==> config.mk <==
export PLATFORM = sky130hd
export DESIGN_NAME = hblank_dma_address_engine_unit_flat
export DESIGN_NICKNAME = d
export VERILOG_FILES = /design/src/hdma_pkg.sv /design/src/hdma_if.sv /design/src/hdma_step_alu.sv /design/src/hblank_dma_address_engine_unit.sv /design/src/flat_wrapper.sv
export SDC_FILE = /design/constraint.sdc
export NUM_CORES = 1
export LEC_CHECK = 0
export BUFFER_PORTS_ARGS = -buffer_cell sky130_fd_sc_hd__buf_2
export CAP_MARGIN = 20
export CORE_ASPECT_RATIO = 1.75
export CORE_UTILIZATION = 60
export CTS_CLUSTER_DIAMETER = 60
export DETAILED_ROUTE_END_ITERATION = 8
export GPL_ROUTABILITY_DRIVEN = 0
export PLACE_DENSITY = 0.8
export SETUP_SLACK_MARGIN = 0.05
export SLEW_MARGIN = 20
export SYNTH_ARGS = -nofsm -noshare
export SYNTH_HDL_FRONTEND = slang
export SYNTH_SLANG_ARGS = --single-unit
==> constraint.sdc <==
create_clock -name clk -period 23.5 [get_ports clk]
set_clock_uncertainty 0.2 [all_clocks]
set_input_delay 4.7 -clock clk [delete_from_list [all_inputs] [get_ports clk]]
set_output_delay 4.7 -clock clk [all_outputs]
set_load 0.01 [all_outputs]
==> src/hdma_pkg.sv <==
// Shared types and constants for the scanline DMA address engine.
// No dependencies; compiled first.
package hdma_pkg;

    localparam int DEF_CHANNELS  = 4;
    localparam int DEF_MAX_UNITS = 16;
    localparam int DEF_ADDR_BITS = 32;
    localparam int RESULT_LIMIT  = 64;
    localparam int UNIT_W        = 5;

    localparam logic [15:0] CW_DEST_FIXED  = 16'h0040;
    localparam logic [15:0] CW_DEST_MASK   = 16'h0060;
    localparam logic [15:0] CW_DEST_RELOAD = 16'h0060;
    localparam logic [15:0] CW_SRC_FIXED   = 16'h0100;
    localparam logic [15:0] CW_WORD        = 16'h0400;

    localparam int STEP_HALF = 2;
    localparam int STEP_WORD = 4;

    typedef enum logic [1:0] {
        OP_ARM    = 2'd0,
        OP_DISARM = 2'd1,
        OP_LINE   = 2'd2,
        OP_FRAME  = 2'd3
    } hdma_op_t;

endpackage

==> src/hdma_if.sv <==
// Request and copy-command channel interfaces (valid/ready).
// Depends on hdma_pkg.
interface hdma_req_if;
    import hdma_pkg::*;
    logic            valid;
    logic            ready;
    hdma_op_t        operation;
    logic [1:0]      channel_sel;
    logic [31:0]     source_address;
    logic [31:0]     dest_address;
    logic [15:0]     control_word;
    logic [UNIT_W-1:0] unit_count;

    modport source (
        output valid, operation, channel_sel, source_address, dest_address,
               control_word, unit_count,
        input  ready
    );
    modport sink (
        input  valid, operation, channel_sel, source_address, dest_address,
               control_word, unit_count,
        output ready
    );
endinterface

interface hdma_cmd_if;
    logic        valid;
    logic        ready;
    logic [31:0] read_address;
    logic [31:0] write_address;
    logic        wide_unit;
    logic [1:0]  channel_index;
    logic        last;

    modport source (
        output valid, read_address, write_address, wide_unit, channel_index, last,
        input  ready
    );
    modport sink (
        input  valid, read_address, write_address, wide_unit, channel_index, last,
        output ready
    );
endinterface

==> src/hdma_step_alu.sv <==
// Shared address stepper: adds the unit size (2 or 4 bytes) modulo 2^ADDR_BITS.
// Depends on hdma_pkg.
module hdma_step_alu #(
    parameter int ADDR_BITS = hdma_pkg::DEF_ADDR_BITS
) (
    input  logic [ADDR_BITS-1:0] addr,
    input  logic                 wide,
    output logic [ADDR_BITS-1:0] sum
);
    import hdma_pkg::*;

    logic [ADDR_BITS-1:0] step;

    assign step = wide ? ADDR_BITS'(STEP_WORD) : ADDR_BITS'(STEP_HALF);
    assign sum  = addr + step;

endmodule

==> src/hblank_dma_address_engine_unit.sv <==
// Top level of the scanline DMA address engine: per-channel pointer state,
// sequencer and copy-command output register. Depends on hdma_pkg, hdma_if,
// hdma_step_alu.
//
//  channel | dir | payload
//  req     | in  | operation, channel_sel, source_address, dest_address,
//          |     | control_word, unit_count
//  cmd     | out | read_address, write_address, wide_unit, channel_index, last
//
// Arm and disarm requests complete in the idle state. A scanline request visits every
// channel in the load step and skips the unarmed ones; each armed channel is loaded,
// runs emit, source step and destination step (on the one shared adder) per command,
// then is saved; hitting the 64-command limit ends it right after that channel's save.
// A frame request rewinds each armed channel in turn. req.ready is low while busy;
// a stalled cmd holds the sequencer in its emit step. No clearing pass.
module hblank_dma_address_engine_unit #(
    parameter int CHANNELS  = hdma_pkg::DEF_CHANNELS,
    parameter int MAX_UNITS = hdma_pkg::DEF_MAX_UNITS,
    parameter int ADDR_BITS = hdma_pkg::DEF_ADDR_BITS
) (
    input  logic          clk,
    input  logic          rst_n,
    hdma_req_if.sink      req,
    hdma_cmd_if.source    cmd
);
    import hdma_pkg::*;

    localparam int CH_IW = (CHANNELS > 1) ? $clog2(CHANNELS) : 1;
    localparam int CH_CW = $clog2(CHANNELS + 1);
    localparam int N_W   = $clog2(RESULT_LIMIT + 1);

    typedef enum logic [2:0] {
        ST_IDLE,
        ST_LOAD,
        ST_EMIT,
        ST_STEP_SRC,
        ST_STEP_DST,
        ST_SAVE,
        ST_REWIND
    } state_t;

    typedef enum logic [1:0] {
        KIND_INC    = 2'd0,
        KIND_FIXED  = 2'd1,
        KIND_RELOAD = 2'd2
    } kind_t;

    state_t               state_reg, state_next;
    logic [CH_CW-1:0]     ch_reg, ch_next;
    logic [UNIT_W-1:0]    unit_reg, unit_next;
    logic [N_W-1:0]       n_reg, n_next;
    logic [CHANNELS-1:0]  armed_reg, armed_next;
    logic                 cmd_valid_reg, cmd_valid_next;

    logic [ADDR_BITS-1:0] src_start_reg [CHANNELS];
    logic [ADDR_BITS-1:0] src_now_reg   [CHANNELS];
    logic [ADDR_BITS-1:0] dst_start_reg [CHANNELS];
    logic [ADDR_BITS-1:0] dst_now_reg   [CHANNELS];
    logic [UNIT_W-1:0]    units_reg     [CHANNELS];
    logic                 word_reg      [CHANNELS];
    logic                 held_reg      [CHANNELS];
    kind_t                kind_reg      [CHANNELS];

    logic [ADDR_BITS-1:0] src_w_reg, dst_w_reg;
    logic [UNIT_W-1:0]    units_w_reg;
    logic                 word_w_reg, held_w_reg;
    kind_t                kind_w_reg;

    logic [31:0]          cmd_rd_reg, cmd_wr_reg;
    logic                 cmd_wide_reg, cmd_last_reg;
    logic [1:0]           cmd_ch_reg;

    logic [CH_IW-1:0]     ch_idx, arm_idx;
    logic                 sel_ok, ch_done, higher_armed, last_cmd;
    logic                 arm_en, load_en, emit_en, src_adv, dst_adv, save_en, rewind_en;
    logic [UNIT_W-1:0]    arm_units;
    logic [15:0]          arm_dm;
    kind_t                arm_kind;
    logic [ADDR_BITS-1:0] alu_in, alu_sum;

    assign ch_idx  = ch_reg[CH_IW-1:0];
    assign arm_idx = CH_IW'(req.channel_sel);
    assign sel_ok  = int'(req.channel_sel) < CHANNELS;
    assign ch_done = ch_reg == CH_CW'(CHANNELS);

    always_comb
    begin
        arm_units = req.unit_count;
        if (arm_units == '0)
            arm_units = UNIT_W'(1);
        else if (int'(arm_units) > MAX_UNITS)
            arm_units = UNIT_W'(MAX_UNITS);
    end

    assign arm_dm = req.control_word & CW_DEST_MASK;

    always_comb
    begin
        if (arm_dm == CW_DEST_FIXED)
            arm_kind = KIND_FIXED;
        else if (arm_dm == CW_DEST_RELOAD)
            arm_kind = KIND_RELOAD;
        else
            arm_kind = KIND_INC;
    end

    always_comb
    begin
        higher_armed = 1'b0;
        for (int i = 0; i < CHANNELS; i++)
        begin
            if (i > int'(ch_reg) && armed_reg[i])
                higher_armed = 1'b1;
        end
    end

    assign last_cmd = (n_reg == N_W'(RESULT_LIMIT - 1))
                   || ((unit_reg + UNIT_W'(1)) == units_w_reg && !higher_armed);

    assign alu_in = (state_reg == ST_STEP_SRC) ? src_w_reg : dst_w_reg;

    hdma_step_alu #(
        .ADDR_BITS (ADDR_BITS)
    ) u_step (
        .addr (alu_in),
        .wide (word_w_reg),
        .sum  (alu_sum)
    );

    always_comb
    begin
        state_next     = state_reg;
        ch_next        = ch_reg;
        unit_next      = unit_reg;
        n_next         = n_reg;
        armed_next     = armed_reg;
        cmd_valid_next = cmd_valid_reg & ~cmd.ready;
        arm_en         = 1'b0;
        load_en        = 1'b0;
        emit_en        = 1'b0;
        src_adv        = 1'b0;
        dst_adv        = 1'b0;
        save_en        = 1'b0;
        rewind_en      = 1'b0;
        case (state_reg)
            ST_IDLE:
            begin
                if (req.valid)
                begin
                    case (req.operation)
                        OP_ARM:
                        begin
                            if (sel_ok)
                            begin
                                arm_en              = 1'b1;
                                armed_next[arm_idx] = 1'b1;
                            end
                        end
                        OP_DISARM:
                        begin
                            if (sel_ok)
                                armed_next[arm_idx] = 1'b0;
                        end
                        OP_LINE:
                        begin
                            ch_next    = '0;
                            n_next     = '0;
                            state_next = ST_LOAD;
                        end
                        OP_FRAME:
                        begin
                            ch_next    = '0;
                            state_next = ST_REWIND;
                        end
                        default:
                        begin
                            state_next = ST_IDLE;
                        end
                    endcase
                end
            end
            ST_LOAD:
            begin
                if (ch_done)
                    state_next = ST_IDLE;
                else if (armed_reg[ch_idx])
                begin
                    load_en    = 1'b1;
                    unit_next  = '0;
                    state_next = ST_EMIT;
                end
                else
                    ch_next = ch_reg + CH_CW'(1);
            end
            ST_EMIT:
            begin
                if (!cmd_valid_reg || cmd.ready)
                begin
                    emit_en        = 1'b1;
                    cmd_valid_next = 1'b1;
                    n_next         = n_reg + N_W'(1);
                    unit_next      = unit_reg + UNIT_W'(1);
                    state_next     = ST_STEP_SRC;
                end
            end
            ST_STEP_SRC:
            begin
                src_adv    = !held_w_reg;
                state_next = ST_STEP_DST;
            end
            ST_STEP_DST:
            begin
                dst_adv = kind_w_reg != KIND_FIXED;
                if (n_reg == N_W'(RESULT_LIMIT) || unit_reg == units_w_reg)
                    state_next = ST_SAVE;
                else
                    state_next = ST_EMIT;
            end
            ST_SAVE:
            begin
                save_en = 1'b1;
                if (n_reg == N_W'(RESULT_LIMIT))
                    state_next = ST_IDLE;
                else
                begin
                    ch_next    = ch_reg + CH_CW'(1);
                    state_next = ST_LOAD;
                end
            end
            ST_REWIND:
            begin
                if (ch_done)
                    state_next = ST_IDLE;
                else
                begin
                    rewind_en = armed_reg[ch_idx];
                    ch_next   = ch_reg + CH_CW'(1);
                end
            end
            default:
            begin
                state_next = ST_IDLE;
            end
        endcase
    end

    always_ff @(posedge clk or negedge rst_n)
    begin
        if (!rst_n)
        begin
            state_reg     <= ST_IDLE;
            ch_reg        <= '0;
            unit_reg      <= '0;
            n_reg         <= '0;
            armed_reg     <= '0;
            cmd_valid_reg <= 1'b0;
        end
        else
        begin
            state_reg     <= state_next;
            ch_reg        <= ch_next;
            unit_reg      <= unit_next;
            n_reg         <= n_next;
            armed_reg     <= armed_next;
            cmd_valid_reg <= cmd_valid_next;
        end
    end

    always_ff @(posedge clk)
    begin
        if (arm_en)
        begin
            src_start_reg[arm_idx] <= req.source_address[ADDR_BITS-1:0];
            src_now_reg[arm_idx]   <= req.source_address[ADDR_BITS-1:0];
            dst_start_reg[arm_idx] <= req.dest_address[ADDR_BITS-1:0];
            dst_now_reg[arm_idx]   <= req.dest_address[ADDR_BITS-1:0];
            units_reg[arm_idx]     <= arm_units;
            word_reg[arm_idx]      <= (req.control_word & CW_WORD) != '0;
            held_reg[arm_idx]      <= (req.control_word & CW_SRC_FIXED) != '0;
            kind_reg[arm_idx]      <= arm_kind;
        end
        if (load_en)
        begin
            src_w_reg   <= src_now_reg[ch_idx];
            dst_w_reg   <= dst_now_reg[ch_idx];
            units_w_reg <= units_reg[ch_idx];
            word_w_reg  <= word_reg[ch_idx];
            held_w_reg  <= held_reg[ch_idx];
            kind_w_reg  <= kind_reg[ch_idx];
        end
        if (emit_en)
        begin
            cmd_rd_reg   <= 32'(src_w_reg);
            cmd_wr_reg   <= 32'(dst_w_reg);
            cmd_wide_reg <= word_w_reg;
            cmd_ch_reg   <= 2'(ch_reg);
            cmd_last_reg <= last_cmd;
        end
        if (src_adv)
            src_w_reg <= alu_sum;
        if (dst_adv)
            dst_w_reg <= alu_sum;
        if (save_en)
        begin
            src_now_reg[ch_idx] <= src_w_reg;
            dst_now_reg[ch_idx] <= (kind_w_reg == KIND_RELOAD) ? dst_start_reg[ch_idx]
                                                                : dst_w_reg;
        end
        if (rewind_en)
        begin
            src_now_reg[ch_idx] <= src_start_reg[ch_idx];
            dst_now_reg[ch_idx] <= dst_start_reg[ch_idx];
        end
    end

    assign req.ready         = state_reg == ST_IDLE;
    assign cmd.valid         = cmd_valid_reg;
    assign cmd.read_address  = cmd_rd_reg;
    assign cmd.write_address = cmd_wr_reg;
    assign cmd.wide_unit     = cmd_wide_reg;
    assign cmd.channel_index = cmd_ch_reg;
    assign cmd.last          = cmd_last_reg;

    a_emit_in_range: assert property (@(posedge clk) disable iff (!rst_n)
        state_reg == ST_EMIT |-> unit_reg < units_w_reg && units_w_reg != '0)
        else $error("emit past channel unit count");

    a_limit: assert property (@(posedge clk) disable iff (!rst_n)
        n_reg <= N_W'(RESULT_LIMIT))
        else $error("command count over limit");

    a_valid_from_emit: assert property (@(posedge clk) disable iff (!rst_n)
        $rose(cmd_valid_reg) |-> $past(state_reg == ST_EMIT))
        else $error("command raised outside emit");

    a_step_order: assert property (@(posedge clk) disable iff (!rst_n)
        state_reg == ST_STEP_DST |-> $past(state_reg == ST_STEP_SRC))
        else $error("destination step without source step");

endmodule

==> src/flat_wrapper.sv <==
// flat-port wrapper written by rule: the top's interface ports become plain ports
module hblank_dma_address_engine_unit_flat import hdma_pkg::*;
#(
    parameter int CHANNELS  = hdma_pkg::DEF_CHANNELS,
    parameter int MAX_UNITS = hdma_pkg::DEF_MAX_UNITS,
    parameter int ADDR_BITS = hdma_pkg::DEF_ADDR_BITS
)
  (clk, rst_n, req_valid, req_operation, req_channel_sel, req_source_address, req_dest_address, req_control_word, req_unit_count, req_ready, cmd_valid, cmd_read_address, cmd_write_address, cmd_wide_unit, cmd_channel_index, cmd_last, cmd_ready);
  hdma_req_if req_i ();
  hdma_cmd_if cmd_i ();
  input  logic clk;
  input  logic rst_n;
  input wire logic [$bits(req_i.valid)-1:0] req_valid;
  input wire logic [$bits(req_i.operation)-1:0] req_operation;
  input wire logic [$bits(req_i.channel_sel)-1:0] req_channel_sel;
  input wire logic [$bits(req_i.source_address)-1:0] req_source_address;
  input wire logic [$bits(req_i.dest_address)-1:0] req_dest_address;
  input wire logic [$bits(req_i.control_word)-1:0] req_control_word;
  input wire logic [$bits(req_i.unit_count)-1:0] req_unit_count;
  output wire logic [$bits(req_i.ready)-1:0] req_ready;
  output wire logic [$bits(cmd_i.valid)-1:0] cmd_valid;
  output wire logic [$bits(cmd_i.read_address)-1:0] cmd_read_address;
  output wire logic [$bits(cmd_i.write_address)-1:0] cmd_write_address;
  output wire logic [$bits(cmd_i.wide_unit)-1:0] cmd_wide_unit;
  output wire logic [$bits(cmd_i.channel_index)-1:0] cmd_channel_index;
  output wire logic [$bits(cmd_i.last)-1:0] cmd_last;
  input wire logic [$bits(cmd_i.ready)-1:0] cmd_ready;
  assign req_i.valid = req_valid;
  assign req_i.operation = req_operation;
  assign req_i.channel_sel = req_channel_sel;
  assign req_i.source_address = req_source_address;
  assign req_i.dest_address = req_dest_address;
  assign req_i.control_word = req_control_word;
  assign req_i.unit_count = req_unit_count;
  assign req_ready = req_i.ready;
  assign cmd_valid = cmd_i.valid;
  assign cmd_read_address = cmd_i.read_address;
  assign cmd_write_address = cmd_i.write_address;
  assign cmd_wide_unit = cmd_i.wide_unit;
  assign cmd_channel_index = cmd_i.channel_index;
  assign cmd_last = cmd_i.last;
  assign cmd_i.ready = cmd_ready;
  hblank_dma_address_engine_unit #(.CHANNELS(CHANNELS), .MAX_UNITS(MAX_UNITS), .ADDR_BITS(ADDR_BITS)) u_core (.clk(clk), .rst_n(rst_n), .req(req_i), .cmd(cmd_i));
endmodule
==> reports/metrics.yaml <==
status: "finished clean"
synth_top_cell_by_area: "edfxtp_1"
synth_ff_type: "edfxtp_1"
synth_top_area_share_pct: 71.3
switching_share_pct: 29.5
finalSetupTns_ps: 0
drt.antenna.violating_nets: 0
power.total_uw: 3520
wire_per_inst_um: 25.4
fin_crit_ps: 6930
num_rows: 106
drt-total-wl_um: 62100
seqPwrFrac_pct: 49.3
cts_root_buf: "clkbuf_16"
maxSlewViolCount: 0
initial_core_util_pct: 60.8
leakage_uw: 0.0111
switching_power_uw: 1040
syn_inst: 1651
clkSlewWorstSetupHoldPaths_ps: 70
r2r_cells: 9
cts_buffer_depth: 3
irDropWorstVdd_uv: 62.6
power_frac_clock_pct: 27.7
drc_errors: 0
crit_arrival_ps: 6970
fin_crit_sh_pct: 29.5
routed_via_density: 6.42
setup_viol: 0
post-cts-setup-buffers: 0
start_kind: "primary input"
cts_tree: "yes"
r2r_slack_ps: 19310
io_buffer_count: 150
ys_ff_latch: 712
syn_area_um2: 29000
drive_above_1_share_pct: 23.2
async_reset_ff_share_pct: 3.23
hold_path.class: "flop to flop"
grt-ovfl-total: 0
grt_pass1_wl_um: 95600
htreeDepth: 2
hpwlAfterDp_um: 38000
rsz0062_at_grt: "no"
fin_nets: 1910
clk_latency_ps: 620
core_um2: 47700
yosys_warnings: 0
worst-path-max-fanout: 45
hold_viol: 0
synth.net_count: 1753
synth_commonest_cells: "689 x edfxtp_1, 138 x mux4_2, 122 x nand2_1"
antenna_found_initial: 4
clock-sinks: 712
min_path_cells: 2
cts_buffers: 59
syn_avg_cell_area_um2: 17.6
area_growth_pct: 11.6
dr.first_iter.drc_count: 1562
die_x_um: 168
p_comb_share_pct: 23.1
p_int_uw: 2480
yosysMostFrequentCell: "edfxtp_1"
maxSlewHeadroom_pct: 29.5
drt_pass1_iterations: 6
worstMarginPinSlew_ps: 1060
clock.fmax_mhz: 144
dieArea_um2: 49300
worst_setup_path_end_kind: "flop"
grt_pass1_vias: 16203
p_per_area_nw_per_um2: 109
grt_max_degree: 67
hold_buffers: 0
cap_violations: 0
ios: 163
ys_top_cells_by_area: "edfxtp_1 71%, mux4_2 11%, mux2i_1 2.9%"
cp.required_ps: 23540
synth.distinct_cells: 54
num_vias: 15714
crit_type: "primary input to flop"
die_h_um: 293
grt_usage_pct: 26.0
synth-seq-area-share_pct: 73.3
cts_resized: 0
synth_edf_count: 689
## area by class of cell
cell class	instances	area, um^2
antenna	1	2.50
clock buffer	69	1540
clock inverter	38	380
fill	3053	15400
inverter	19	72.6
multi-input combinational	836	7370
sequential	712	21300
tap	594	743
timing repair buffer	180	1000
## cells by family (layout without fill, tap and decap cells)
kind of cell / Yosys count / after routing / share of synthesized area [%]
flops: 712 / 712 / 73.3
simple gates: 344 / 344 / 5.44
other cells: 0 / 1 / 0
compound gates: 198 / 198 / 3.81
mux: 222 / 222 / 13.6
buf+inv: 103 / 306 / 1.55
fa+ha+maj: 9 / 9 / 0.414
xor+xnor: 63 / 63 / 1.90
## worst max-delay path, cell delays in order
cell and delay (ps):
buf_2 120, inv_1 80, and3_1 170, nand3_1 230, nor2_4 840, buf_4 790
## power groups by stage
stage / clock network (uW) / logic, uW / registers [uW]
3_3_place_gp: 0 / 778 / 1750
3_5_place_dp: 0 / 806 / 1760
5_1_grt: 1030 / 884 / 1750
6_report: 974 / 812 / 1730
2_1_floorplan: 0 / 593 / 1710
4_1_cts: 986 / 814 / 1730
## cells in the final DEF, fill, tap and decap left out, types with 7 or more instances in the layout
master / n
clkbuf_16: 60
o21ai_0: 68
nand3_1: 36
clkbuf_1: 9
clkinv_1: 10
and3_1: 13
dfrtp_1: 21
xnor2_1: 31
clkinv_2: 13
mux4_2: 138
mux2i_1: 84
a21oi_1: 88
xor2_1: 32
ha_1: 8
o21ai_1: 7
inv_1: 17
nor2b_1: 7
buf_2: 150
nor2_1: 98
nand4_1: 23
buf_4: 28
nand2b_1: 7
edfxtp_1: 689
nand2_1: 120
## through the flow
step | util (%) | hold WS (ps) | worst slack [ps] | instance area [um^2] | std cells
floorplan | - | 248 | 8040 | 29000 | 1651
global placement | 63.7 | 287 | 15920 | 30400 | 2339
detailed placement | 63.7 | 302 | 15880 | 30400 | 2339
CTS | 67.7 | 323 | 16520 | 32300 | 2446
global route | 67.8 | 346 | 16400 | 32400 | 2449
finish | 67.8 | 325 | 16570 | 32400 | 2449
## worst paths after layout
check                                 start                           to
max in group asynchronous             rst_n             u_core.ch_reg[0]
setup reg to reg           u_core.ch_reg[1]    u_core.dst_now_reg[0][15]
setup / recovery           req_operation[1]  u_core.src_start_reg[3][25]
min in group asynchronous             rst_n              u_core.n_reg[6]
hold reg to reg                        flop                         flop
hold / removal                         flop                         flop
## routing by layer
metal / track usage, % / share of wire (%) / vias to the layer above
li1: - / - / 6815
met1: 34.4 / 38 / 8041
met2: 44.2 / 51 / 714
met3: 3.50 / 7.2 / 138
met4: 10.1 / 3.5 / 6
met5: 0 / 0.056 / -
No activity file was read; power rests on OpenSTA's default activity.
